### src/rtl/core/dat_pkg.sv
// Shared types, codes and default sizes for the disk access timing model.
// No dependencies; every file in rtl/core except dat_ram imports this package.
package dat_pkg;

  // Default geometry and timing
  localparam int DEF_TRACK_COUNT       = 4;
  localparam int DEF_SECTORS_PER_TRACK = 5;
  localparam int DEF_STEP_TIME_MS      = 2;

  // Fixed field widths
  localparam int OP_W   = 2;
  localparam int ADDR_W = 5;
  localparam int WORD_W = 32;
  localparam int ADDR_SPAN = 1 << ADDR_W;

  // Operation codes (code 3 is unused and does nothing)
  localparam logic [OP_W-1:0] OP_READ  = 2'd0;
  localparam logic [OP_W-1:0] OP_WRITE = 2'd1;
  localparam logic [OP_W-1:0] OP_CLEAR = 2'd2;

  // Command word
  typedef struct packed {
    logic [OP_W-1:0]          op;
    logic [ADDR_W-1:0]        sector_address;
    logic signed [WORD_W-1:0] write_value;
  } cmd_t;

  // Response word
  typedef struct packed {
    logic signed [WORD_W-1:0] read_data;
    logic [WORD_W-1:0]        total_latency;
    logic                     bad_address;
  } rsp_t;

  // Controller states
  typedef enum logic [1:0] {
    ST_IDLE,
    ST_SEEK,
    ST_COST,
    ST_COMMIT
  } dat_state_t;

  // Controller to datapath
  typedef struct packed {
    logic load;
    logic seek;
    logic cost;
    logic commit;
  } dat_cmd_t;

  // Datapath to controller
  typedef struct packed {
    logic access;
  } dat_status_t;

endpackage

### src/rtl/core/disk_access_timing_model_unit.sv
// Top level of the disk access timing model: controller plus datapath.
// Depends on dat_pkg, dat_ctrl, dat_datapath (and dat_ram below it).
//
//   channel  | handshake            | word
//   ---------+----------------------+------------------------------------
//   command  | cmd_valid, cmd_ready | cmd (op, sector_address, write_value)
//   response | rsp_valid, rsp_ready | rsp (read_data, total_latency, bad_address)
//
// A read or write in range passes through load, seek, cost and commit before the next
// accept; clear, unused codes and bad addresses skip the cost step.
// The response sits in an output register, so a new word is accepted while the
// previous response waits; commit stalls only if that register is still full.
// Reset (rst, synchronous) zeroes head, platter, latency total and the store's valid bits.
module disk_access_timing_model_unit import dat_pkg::*; #(
  parameter int TRACK_COUNT       = DEF_TRACK_COUNT,
  parameter int SECTORS_PER_TRACK = DEF_SECTORS_PER_TRACK,
  parameter int STEP_TIME_MS      = DEF_STEP_TIME_MS
) (
  input  logic clk,
  input  logic rst,
  input  logic cmd_valid,
  output logic cmd_ready,
  input  cmd_t cmd,
  output logic rsp_valid,
  input  logic rsp_ready,
  output rsp_t rsp
);

  dat_cmd_t    ctl;
  dat_status_t status;

  // Sequencer
  dat_ctrl u_ctrl (
    .clk       (clk),
    .rst       (rst),
    .cmd_valid (cmd_valid),
    .cmd_ready (cmd_ready),
    .rsp_valid (rsp_valid),
    .rsp_ready (rsp_ready),
    .status    (status),
    .ctl       (ctl)
  );

  // Timing and storage
  dat_datapath #(
    .TRACK_COUNT       (TRACK_COUNT),
    .SECTORS_PER_TRACK (SECTORS_PER_TRACK),
    .STEP_TIME_MS      (STEP_TIME_MS)
  ) u_dp (
    .clk    (clk),
    .rst    (rst),
    .cmd    (cmd),
    .ctl    (ctl),
    .status (status),
    .rsp    (rsp)
  );

endmodule

### src/rtl/core/dat_ram.sv
// Generic single-port-write, single-port-read RAM with registered read data.
// No dependencies.
module dat_ram #(
  parameter int WIDTH = 32,
  parameter int DEPTH = 32,
  localparam int AW   = (DEPTH > 1) ? $clog2(DEPTH) : 1
) (
  input  logic             clk,
  input  logic             we,
  input  logic [AW-1:0]    waddr,
  input  logic [WIDTH-1:0] wdata,
  input  logic             re,
  input  logic [AW-1:0]    raddr,
  output logic [WIDTH-1:0] rdata
);

  logic [WIDTH-1:0] mem [DEPTH];

  // Write port
  always_ff @(posedge clk) begin
    if (we) begin
      mem[waddr] <= wdata;
    end
  end

  // Registered read port, holds when not enabled
  always_ff @(posedge clk) begin
    if (re) begin
      rdata <= mem[raddr];
    end
  end

endmodule

### src/rtl/core/dat_ctrl.sv
// Sequencer for one disk access: load, seek, cost, commit; owns response valid.
// Depends on dat_pkg.
module dat_ctrl import dat_pkg::*; (
  input  logic        clk,
  input  logic        rst,
  input  logic        cmd_valid,
  output logic        cmd_ready,
  output logic        rsp_valid,
  input  logic        rsp_ready,
  input  dat_status_t status,
  output dat_cmd_t    ctl
);

  dat_state_t state, state_next;
  logic       rsp_valid_next;

  // State and response-valid registers
  always_ff @(posedge clk) begin
    if (rst) begin
      state     <= ST_IDLE;
      rsp_valid <= 1'b0;
    end else begin
      state     <= state_next;
      rsp_valid <= rsp_valid_next;
    end
  end

  // Next state and datapath commands
  always_comb begin
    state_next     = state;
    ctl            = '0;
    cmd_ready      = 1'b0;
    rsp_valid_next = rsp_valid && !rsp_ready;
    unique case (state)
      ST_IDLE: begin
        cmd_ready = 1'b1;
        if (cmd_valid) begin
          ctl.load   = 1'b1;
          state_next = ST_SEEK;
        end
      end
      ST_SEEK: begin
        // skip timing for clear, no-op and bad addresses
        if (status.access) begin
          ctl.seek   = 1'b1;
          state_next = ST_COST;
        end else begin
          state_next = ST_COMMIT;
        end
      end
      ST_COST: begin
        ctl.cost   = 1'b1;
        state_next = ST_COMMIT;
      end
      ST_COMMIT: begin
        // hold until the output register is free
        if (!rsp_valid || rsp_ready) begin
          ctl.commit     = 1'b1;
          rsp_valid_next = 1'b1;
          state_next     = ST_IDLE;
        end
      end
      default: state_next = ST_IDLE;
    endcase
  end

endmodule

### src/rtl/core/dat_datapath.sv
// Datapath: address split, seek and rotation timing, latency total, sector store.
// Depends on dat_pkg and dat_ram.
module dat_datapath import dat_pkg::*; #(
  parameter int TRACK_COUNT       = DEF_TRACK_COUNT,
  parameter int SECTORS_PER_TRACK = DEF_SECTORS_PER_TRACK,
  parameter int STEP_TIME_MS      = DEF_STEP_TIME_MS
) (
  input  logic        clk,
  input  logic        rst,
  input  cmd_t        cmd,
  input  dat_cmd_t    ctl,
  output dat_status_t status,
  output rsp_t        rsp
);

  localparam int SECTOR_COUNT = TRACK_COUNT * SECTORS_PER_TRACK;
  localparam int STORE_DEPTH  = (SECTOR_COUNT < ADDR_SPAN) ? SECTOR_COUNT : ADDR_SPAN;
  localparam int SA_W   = $clog2(STORE_DEPTH);
  localparam int TRK_W  = (TRACK_COUNT > 1) ? $clog2(TRACK_COUNT) : 1;
  localparam int POS_W  = $clog2(SECTORS_PER_TRACK);
  localparam int SUM_W  = ((TRK_W > POS_W) ? TRK_W : POS_W) + 1;
  localparam int STEP_W = 8;
  localparam int COST_W = SUM_W + STEP_W;
  localparam int LIM_W  = $clog2(SECTOR_COUNT + 1);
  localparam int CNT_W  = (LIM_W > ADDR_W) ? LIM_W : ADDR_W;
  localparam logic [CNT_W-1:0]  SECTOR_LIMIT = CNT_W'(SECTOR_COUNT);
  localparam logic [POS_W:0]    SPT_V        = (POS_W + 1)'(SECTORS_PER_TRACK);
  localparam logic [STEP_W-1:0] STEP_V       = STEP_W'(STEP_TIME_MS);

  // Constant tables: track and position of each address, distance mod sectors
  logic [TRK_W-1:0] trk_tab  [ADDR_SPAN];
  logic [POS_W-1:0] pos_tab  [ADDR_SPAN];
  logic [POS_W-1:0] dmod_tab [1 << TRK_W];

  for (genvar i = 0; i < ADDR_SPAN; i++) begin : g_split
    assign trk_tab[i] = TRK_W'(i / SECTORS_PER_TRACK);
    assign pos_tab[i] = POS_W'(i % SECTORS_PER_TRACK);
  end
  for (genvar i = 0; i < (1 << TRK_W); i++) begin : g_dmod
    assign dmod_tab[i] = POS_W'(i % SECTORS_PER_TRACK);
  end

  // Captured item
  logic [OP_W-1:0]   op_q;
  logic [ADDR_W-1:0] addr_q;
  logic [WORD_W-1:0] wval_q;
  logic [TRK_W-1:0]  trk_q;
  logic [POS_W-1:0]  pos_q;
  logic              access_q;
  logic              bad_q;

  // Timing pipeline
  logic [TRK_W-1:0]  dist_q;
  logic [POS_W-1:0]  plat_q;
  logic [COST_W-1:0] cost_q;

  // Architectural state
  logic [TRK_W-1:0]       head_track;
  logic [POS_W-1:0]       platter_position;
  logic [WORD_W-1:0]      latency_total;
  logic [STORE_DEPTH-1:0] sector_valid;

  logic              is_rw, addr_bad;
  logic [TRK_W-1:0]  seek_dist;
  logic [POS_W:0]    plat_sum, plat;
  logic [POS_W:0]    wait_cnt;
  logic [SUM_W-1:0]  steps;
  logic [WORD_W:0]   lat_sum;
  logic [WORD_W-1:0] latency_total_next;
  logic [POS_W:0]    pos_inc;
  logic [POS_W-1:0]  platter_next;
  logic [WORD_W-1:0] ram_rdata;
  logic [WORD_W-1:0] read_word;
  logic              ram_we;

  // Decode at load
  assign is_rw    = (cmd.op == OP_READ) || (cmd.op == OP_WRITE);
  assign addr_bad = CNT_W'(cmd.sector_address) >= SECTOR_LIMIT;

  always_ff @(posedge clk) begin
    if (ctl.load) begin
      op_q     <= cmd.op;
      addr_q   <= cmd.sector_address;
      wval_q   <= cmd.write_value;
      trk_q    <= trk_tab[cmd.sector_address];
      pos_q    <= pos_tab[cmd.sector_address];
      access_q <= is_rw && !addr_bad;
      bad_q    <= is_rw && addr_bad;
    end
  end

  assign status.access = access_q;

  // Seek: distance and platter position on arrival
  assign seek_dist = (trk_q > head_track) ? (trk_q - head_track) : (head_track - trk_q);
  assign plat_sum  = {1'b0, platter_position} + {1'b0, dmod_tab[seek_dist]};
  assign plat      = (plat_sum >= SPT_V) ? (plat_sum - SPT_V) : plat_sum;

  always_ff @(posedge clk) begin
    if (ctl.seek) begin
      dist_q <= seek_dist;
      plat_q <= plat[POS_W-1:0];
    end
  end

  // Cost: rotational wait, then steps times step time
  assign wait_cnt = (pos_q >= plat_q) ? ({1'b0, pos_q} - {1'b0, plat_q})
                                      : ({1'b0, pos_q} + SPT_V - {1'b0, plat_q});
  assign steps    = SUM_W'(dist_q) + SUM_W'(wait_cnt) + SUM_W'(1);

  always_ff @(posedge clk) begin
    if (ctl.cost) begin
      cost_q <= COST_W'(steps) * COST_W'(STEP_V);
    end
  end

  // Commit: saturating total, head and platter update
  assign lat_sum = {1'b0, latency_total} + (WORD_W + 1)'(cost_q);
  assign pos_inc = {1'b0, pos_q} + (POS_W + 1)'(1);
  assign platter_next = (pos_inc == SPT_V) ? '0 : pos_inc[POS_W-1:0];

  always_comb begin
    latency_total_next = latency_total;
    priority if (op_q == OP_CLEAR) begin
      latency_total_next = '0;
    end else if (access_q) begin
      latency_total_next = lat_sum[WORD_W] ? '1 : lat_sum[WORD_W-1:0];
    end
  end

  always_ff @(posedge clk) begin
    if (rst) begin
      head_track       <= '0;
      platter_position <= '0;
      latency_total    <= '0;
      sector_valid     <= '0;
    end else if (ctl.commit) begin
      latency_total <= latency_total_next;
      if (access_q) begin
        head_track       <= trk_q;
        platter_position <= platter_next;
      end
      if (ram_we) begin
        sector_valid[addr_q[SA_W-1:0]] <= 1'b1;
      end
    end
  end

  // Sector store; unwritten entries read as zero
  assign ram_we = ctl.commit && access_q && (op_q == OP_WRITE);

  dat_ram #(
    .WIDTH (WORD_W),
    .DEPTH (STORE_DEPTH)
  ) u_store (
    .clk   (clk),
    .we    (ram_we),
    .waddr (addr_q[SA_W-1:0]),
    .wdata (wval_q),
    .re    (ctl.load),
    .raddr (cmd.sector_address[SA_W-1:0]),
    .rdata (ram_rdata)
  );

  assign read_word = (access_q && (op_q == OP_READ) && sector_valid[addr_q[SA_W-1:0]])
                     ? ram_rdata : '0;

  // Output register
  always_ff @(posedge clk) begin
    if (ctl.commit) begin
      rsp.read_data     <= read_word;
      rsp.total_latency <= latency_total_next;
      rsp.bad_address   <= bad_q;
    end
  end

endmodule

### config.mk
export PLATFORM = sky130hd
export DESIGN_NAME = disk_access_timing_model_unit
export DESIGN_NICKNAME = d
export VERILOG_FILES = /design/src/rtl/core/dat_pkg.sv /design/src/rtl/core/disk_access_timing_model_unit.sv /design/src/rtl/core/dat_ram.sv /design/src/rtl/core/dat_ctrl.sv /design/src/rtl/core/dat_datapath.sv
export SDC_FILE = /design/constraint.sdc
export NUM_CORES = 1
export LEC_CHECK = 0
export BUFFER_PORTS_ARGS = -buffer_cell sky130_fd_sc_hd__buf_2
export CORE_MARGIN = 2
export CORE_UTILIZATION = 61
export CTS_BUF_LIST = sky130_fd_sc_hd__clkbuf_4 sky130_fd_sc_hd__clkbuf_8
export DETAILED_ROUTE_END_ITERATION = 16
export GPL_ROUTABILITY_DRIVEN = 0
export PLACE_DENSITY = 0.78
export SYNTH_ARGS = -nofsm -noshare
export SYNTH_HDL_FRONTEND = slang
export SYNTH_SLANG_ARGS = --single-unit
### constraint.sdc
create_clock -name clk -period 10.5 [get_ports clk]
set_clock_uncertainty 0.15 [all_clocks]
set_input_delay 2.1 -clock clk [delete_from_list [all_inputs] [get_ports clk]]
set_output_delay 2.1 -clock clk [all_outputs]
set_load 0.005 [all_outputs]
==> summary.md <==
| Metric | Value |
|---|---|
| Status | `completed` |
| Post-detailed-placement half-perimeter wirelength | `a little over 40 mm` |
| Die height | `240 microns` |
| Initial Utilization | `61.6%` |
| Setup tns final | `0 ns` |
| Clock tree from TritonCTS | `built` |
| CP max stage cell | `a21o_1` |
| Startpoint type of the worst setup path | `input pin` |
| Post-Synthesis Mean Instance Area | `17.7 sq um` |
| Synth async-reset ratio | `0%` |
| Worst-case reg-to-reg path depth | `7` |
| Critical setup path kind | `in2reg` |
| Tightest Hold Check Type | `reg2reg` |
| Cell taking the most area after synthesis | `edfxtp_1` |
| Worst slew pin tran | `1.28 ns` |
| Endpoint of the lowest-slack register-to-register path | `u_dp.latency_total[17]$_SDFFE_PP0P_` |
| Number of clock sinks | `852` |
| Count of flip-flops with a built-in enable after synthesis | `792` |
| Instance count along the most critical hold path | `0` |
| Die W | `about 240 microns` |
| Slack of the worst reg-to-reg path | `6.69 ns` |
| Layout overhead on the synthesized area | `11.8%` |
| Gr usage total | `approximately a quarter` |
| Max Fclk | `~0.21 GHz` |
| Clock H-tree levels | `4` |
| Length of routed met3 wiring | `6.55 mm` |
| Max transition margin | `roughly 15%` |
| Delay contributed by the slowest stage of the critical path | `0.87 ns` |
| RSZ-0062 raised after global routing | `no` |
| Vias | `18,300` |
| Clock Path Buffers | `3` |
| Met2 layer wire length in the routed design | `roughly 36 mm` |
| Cell-internal power | `between 5000 and 6000 uW` |
| Area of the mapped netlist | `0.0339 sq mm` |
| Most frequent cell after synthesis | `edfxtp_1` |
| Routed WL per cell | `24.9 microns` |
| CTS Buf Count | `between 100 and 150` |
| Buffer count from post-CTS setup fixing | `0` |
| Clock latency on the worst-skew pair | `0.78 ns` |
| Worst hold slack across all endpoints | `0.277 ns` |
| Number of global-route vias before repair | `between 15,000 and 20,000` |
| Maximum vdd ir drop | `between 0.0001 and 0.00015 V` |
| Comb power frac | `~8.3%` |
| Count of yosys warnings during synthesis | `0` |
| Ports placed on the boundary | `110` |
| Aggregate routed wire length | `73.1 mm` |
| Synth Register Bits | `852` |
| Pre-antenna DRT Iters | `8` |
| Share of layout cells above drive strength 1 | `25.5%` |
| Post-synth top cells | `edfxtp_1, mux4_2, nand2_1` |
| Die Footprint | `0.0574 sq mm` |
| Final period utilization | `45.2%` |
| Number of antenna violations at the first check in global routing | `1` |
| Primary flip-flop cell chosen by synthesis mapping | `edfxtp_1` |
| Worst path bufs/invs | `3` |
| Count of unique library cells instantiated by Yosys | `70` |
| Final hold violation count | `0` |
| Nets@finish | `2,165` |
| # setup viols final | `0` |
| Crit path DAT | `5.25 ns` |
| Routed metal-1 wirelength | `approximately 29 mm` |
| Core Region | `roughly 0.055 sq mm` |
| Reg2Reg Launch Point | `u_ctrl.state[1]$_SDFFE_PP0P_` |
| Post-synthesis net count | `1,994` |
| First-pass GRT wire length | `111 mm` |
| Switching power share of the total | `between 20% and 30%` |
| Synthesized instance count | `1,914` |
| Total overflow reported by the global router | `0` |
| Clock Root Buffer | `clkbuf_8` |
| CP endpoint kind | `register` |
| Post-CTS clock slew at the launch and capture registers of the worst setup and hold paths | `0.06 ns` |
| Top fanout value on the critical path | `85` |
| Final-report max-slew violation count | `0` |
| # hold bufs at CTS | `0` |
| Antenna-violating nets left | `0` |
| Maximum Capacitance Violations | `0` |
| Fraction of power consumed by sequential logic | `56.0%` |
| Biggest area contributors in the synthesized netlist | `edfxtp_1, mux4_2, dfxtp_1` |
| Psw | `1810 uW` |
| Number of core rows | `86` |
| Family with the most delay on the worst path | `buffers and inverters` |
| Shortest clock period the worst path allows after layout | `approximately 4.7 ns` |
| Pin count of the biggest net entering global routing | `between 100 and 150` |
| Vias per std cell | `6.23` |
| DR iter-0 viols | `1,941` |
| Part of the Yosys area used for sequential elements | `between 70% and 80%` |
| PwrDens | `198 mW/mm^2` |
| Residual DRC | `0` |
| Hold path start | `u_dp.bad_q$_DFFE_PP_` |
| LEAKAGE | `0.0126 uW` |
| End point of the most critical hold path | `u_dp.rsp[0]$_DFFE_PP_` |
| Series of cell instances along the critical path | `buf_2 > nor2b_1 > nand2b_1 > inv_4 > buf_4 > a21o_1 > a31o_2 > a21oi_1` |
| Clk network pwr share | `between 30% and 40%` |
| Total of cells resized after clock tree synthesis | `0` |
| Count of buffers inserted at the top-level ports | `around 110` |
| Share of Yosys cell area claimed by the top area cell type | `between 70 and 80%` |
| Critical path data required time | `approximately 11 ns` |
| Highest signal layer in the routed design | `met4` |
## metal layers
layer	GRT usage [%]	vias to the layer above
li1	-	7935
met1	35.2	9284
met2	42.4	909
met3	6.74	131
met4	10.4	0
met5	0	-
## final cells by class
| cell class | instances | area (sq um) |
|---|---|---|
| flip-flops and latches | 852 | 25000 |
| multi-input cells | 915 | 8440 |
| well taps | 748 | 936 |
| diodes | 2 | 5.00 |
| clock inverters | 38 | 210 |
| inverters | 41 | 156 |
| clock buffers | 196 | 2350 |
| fillers | 3365 | 17100 |
| repair buffers | 140 | 806 |
## cell families (layout without fill, tap and decap cells)
kind of cell / Yosys count / in the layout / share of synthesized area, %
flops: 852 / 852 / 73.7
simple gates: 392 / 392 / 5.75
compound gates: 256 / 256 / 4.91
mux: 204 / 204 / 11.5
buf+inv: 147 / 415 / 1.86
fa+ha+maj: 37 / 37 / 1.52
xor+xnor: 26 / 26 / 0.672
other cells: 0 / 2 / 0
## worst register-to-register path: stages (launching register included)
cell      delay [ns]
dfxtp_1         0.38
ha_1            0.24
nand2b_1        0.41
inv_4           0.42
buf_4           0.84
a21o_1          1.00
a31o_2          0.22
a21oi_1         0.04
## power by group through the flow
stage	Clock [uW]	Combinational, uW	Sequential [uW]
final	2680	624	4210
after CTS	2720	627	4210
after detailed placement	0	624	4270
after floorplan	0	440	4190
after global placement	0	602	4250
after global routing	2860	689	4230
## cell usage in the layout (no fill, tap or decap), types with 11 or more instances in the layout
master,netlist,layout
clkinv_1,1,24
clkbuf_4,0,55
o22ai_1,13,13
a21oi_1,99,99
buf_2,27,106
clkbuf_8,0,141
a211oi_1,23,23
inv_1,39,38
nor2_4,0,20
xnor2_1,19,19
edfxtp_1,792,792
a21o_1,12,12
mux2i_1,45,45
ha_1,30,30
mux2_2,11,11
mux4_2,148,148
and2_1,12,11
nand2_1,133,133
nor2_1,94,74
dfxtp_1,60,60
a22oi_1,11,11
nor2b_1,42,41
a311oi_1,18,18
nor3_1,23,23
buf_4,9,32
o21ai_0,22,22
nand3_1,18,18
and3_1,11,11
## worst max-delay path by stage
stage,cells after the start,end,startpoint,slack (ns)
after floorplan,6,u_dp.latency_total[17]$_SDFFE_PP0P_,rsp_ready,5.32
after CTS,8,u_dp.latency_total[5]$_SDFFE_PP0P_,rsp_ready,5.81
after global placement,8,u_dp.latency_total[17]$_SDFFE_PP0P_,rsp_ready,5.12
final,8,u_dp.latency_total[17]$_SDFFE_PP0P_,rsp_ready,5.76
after detailed placement,8,u_dp.latency_total[17]$_SDFFE_PP0P_,rsp_ready,4.98
after global routing,8,u_dp.latency_total[20]$_SDFFE_PP0P_,rsp_ready,5.57
## metrics by stage
stage | power [uW] | setup slack (ns) | std cells | utilization (%) | area (sq um)
floorplan | 4630 | 5.32 | 1914 | - | 33900
global placement | 4860 | 5.12 | 2696 | 64.2 | 35300
detailed placement | 4900 | 4.98 | 2696 | 64.2 | 35300
CTS | 7560 | 5.81 | 2930 | 68.9 | 37900
global route | 7780 | 5.57 | 2931 | 68.9 | 37900
finish | 7510 | 5.76 | 2932 | 68.9 | 37900
## registers in the layout, summed over array words and instances, names as in the netlist, 3 cells and up
register,cells
u_dp.u_store.mem,640
u_dp.rsp,65
u_dp.latency_total,32
u_dp.u_store.rdata,32
u_dp.wval_q,32
u_dp.sector_valid,20
u_dp.addr_q,5
u_dp.cost_q,4
u_dp.plat_q,3
u_dp.platter_position,3
u_dp.pos_q,3
(Power assumes the default switching activity.)
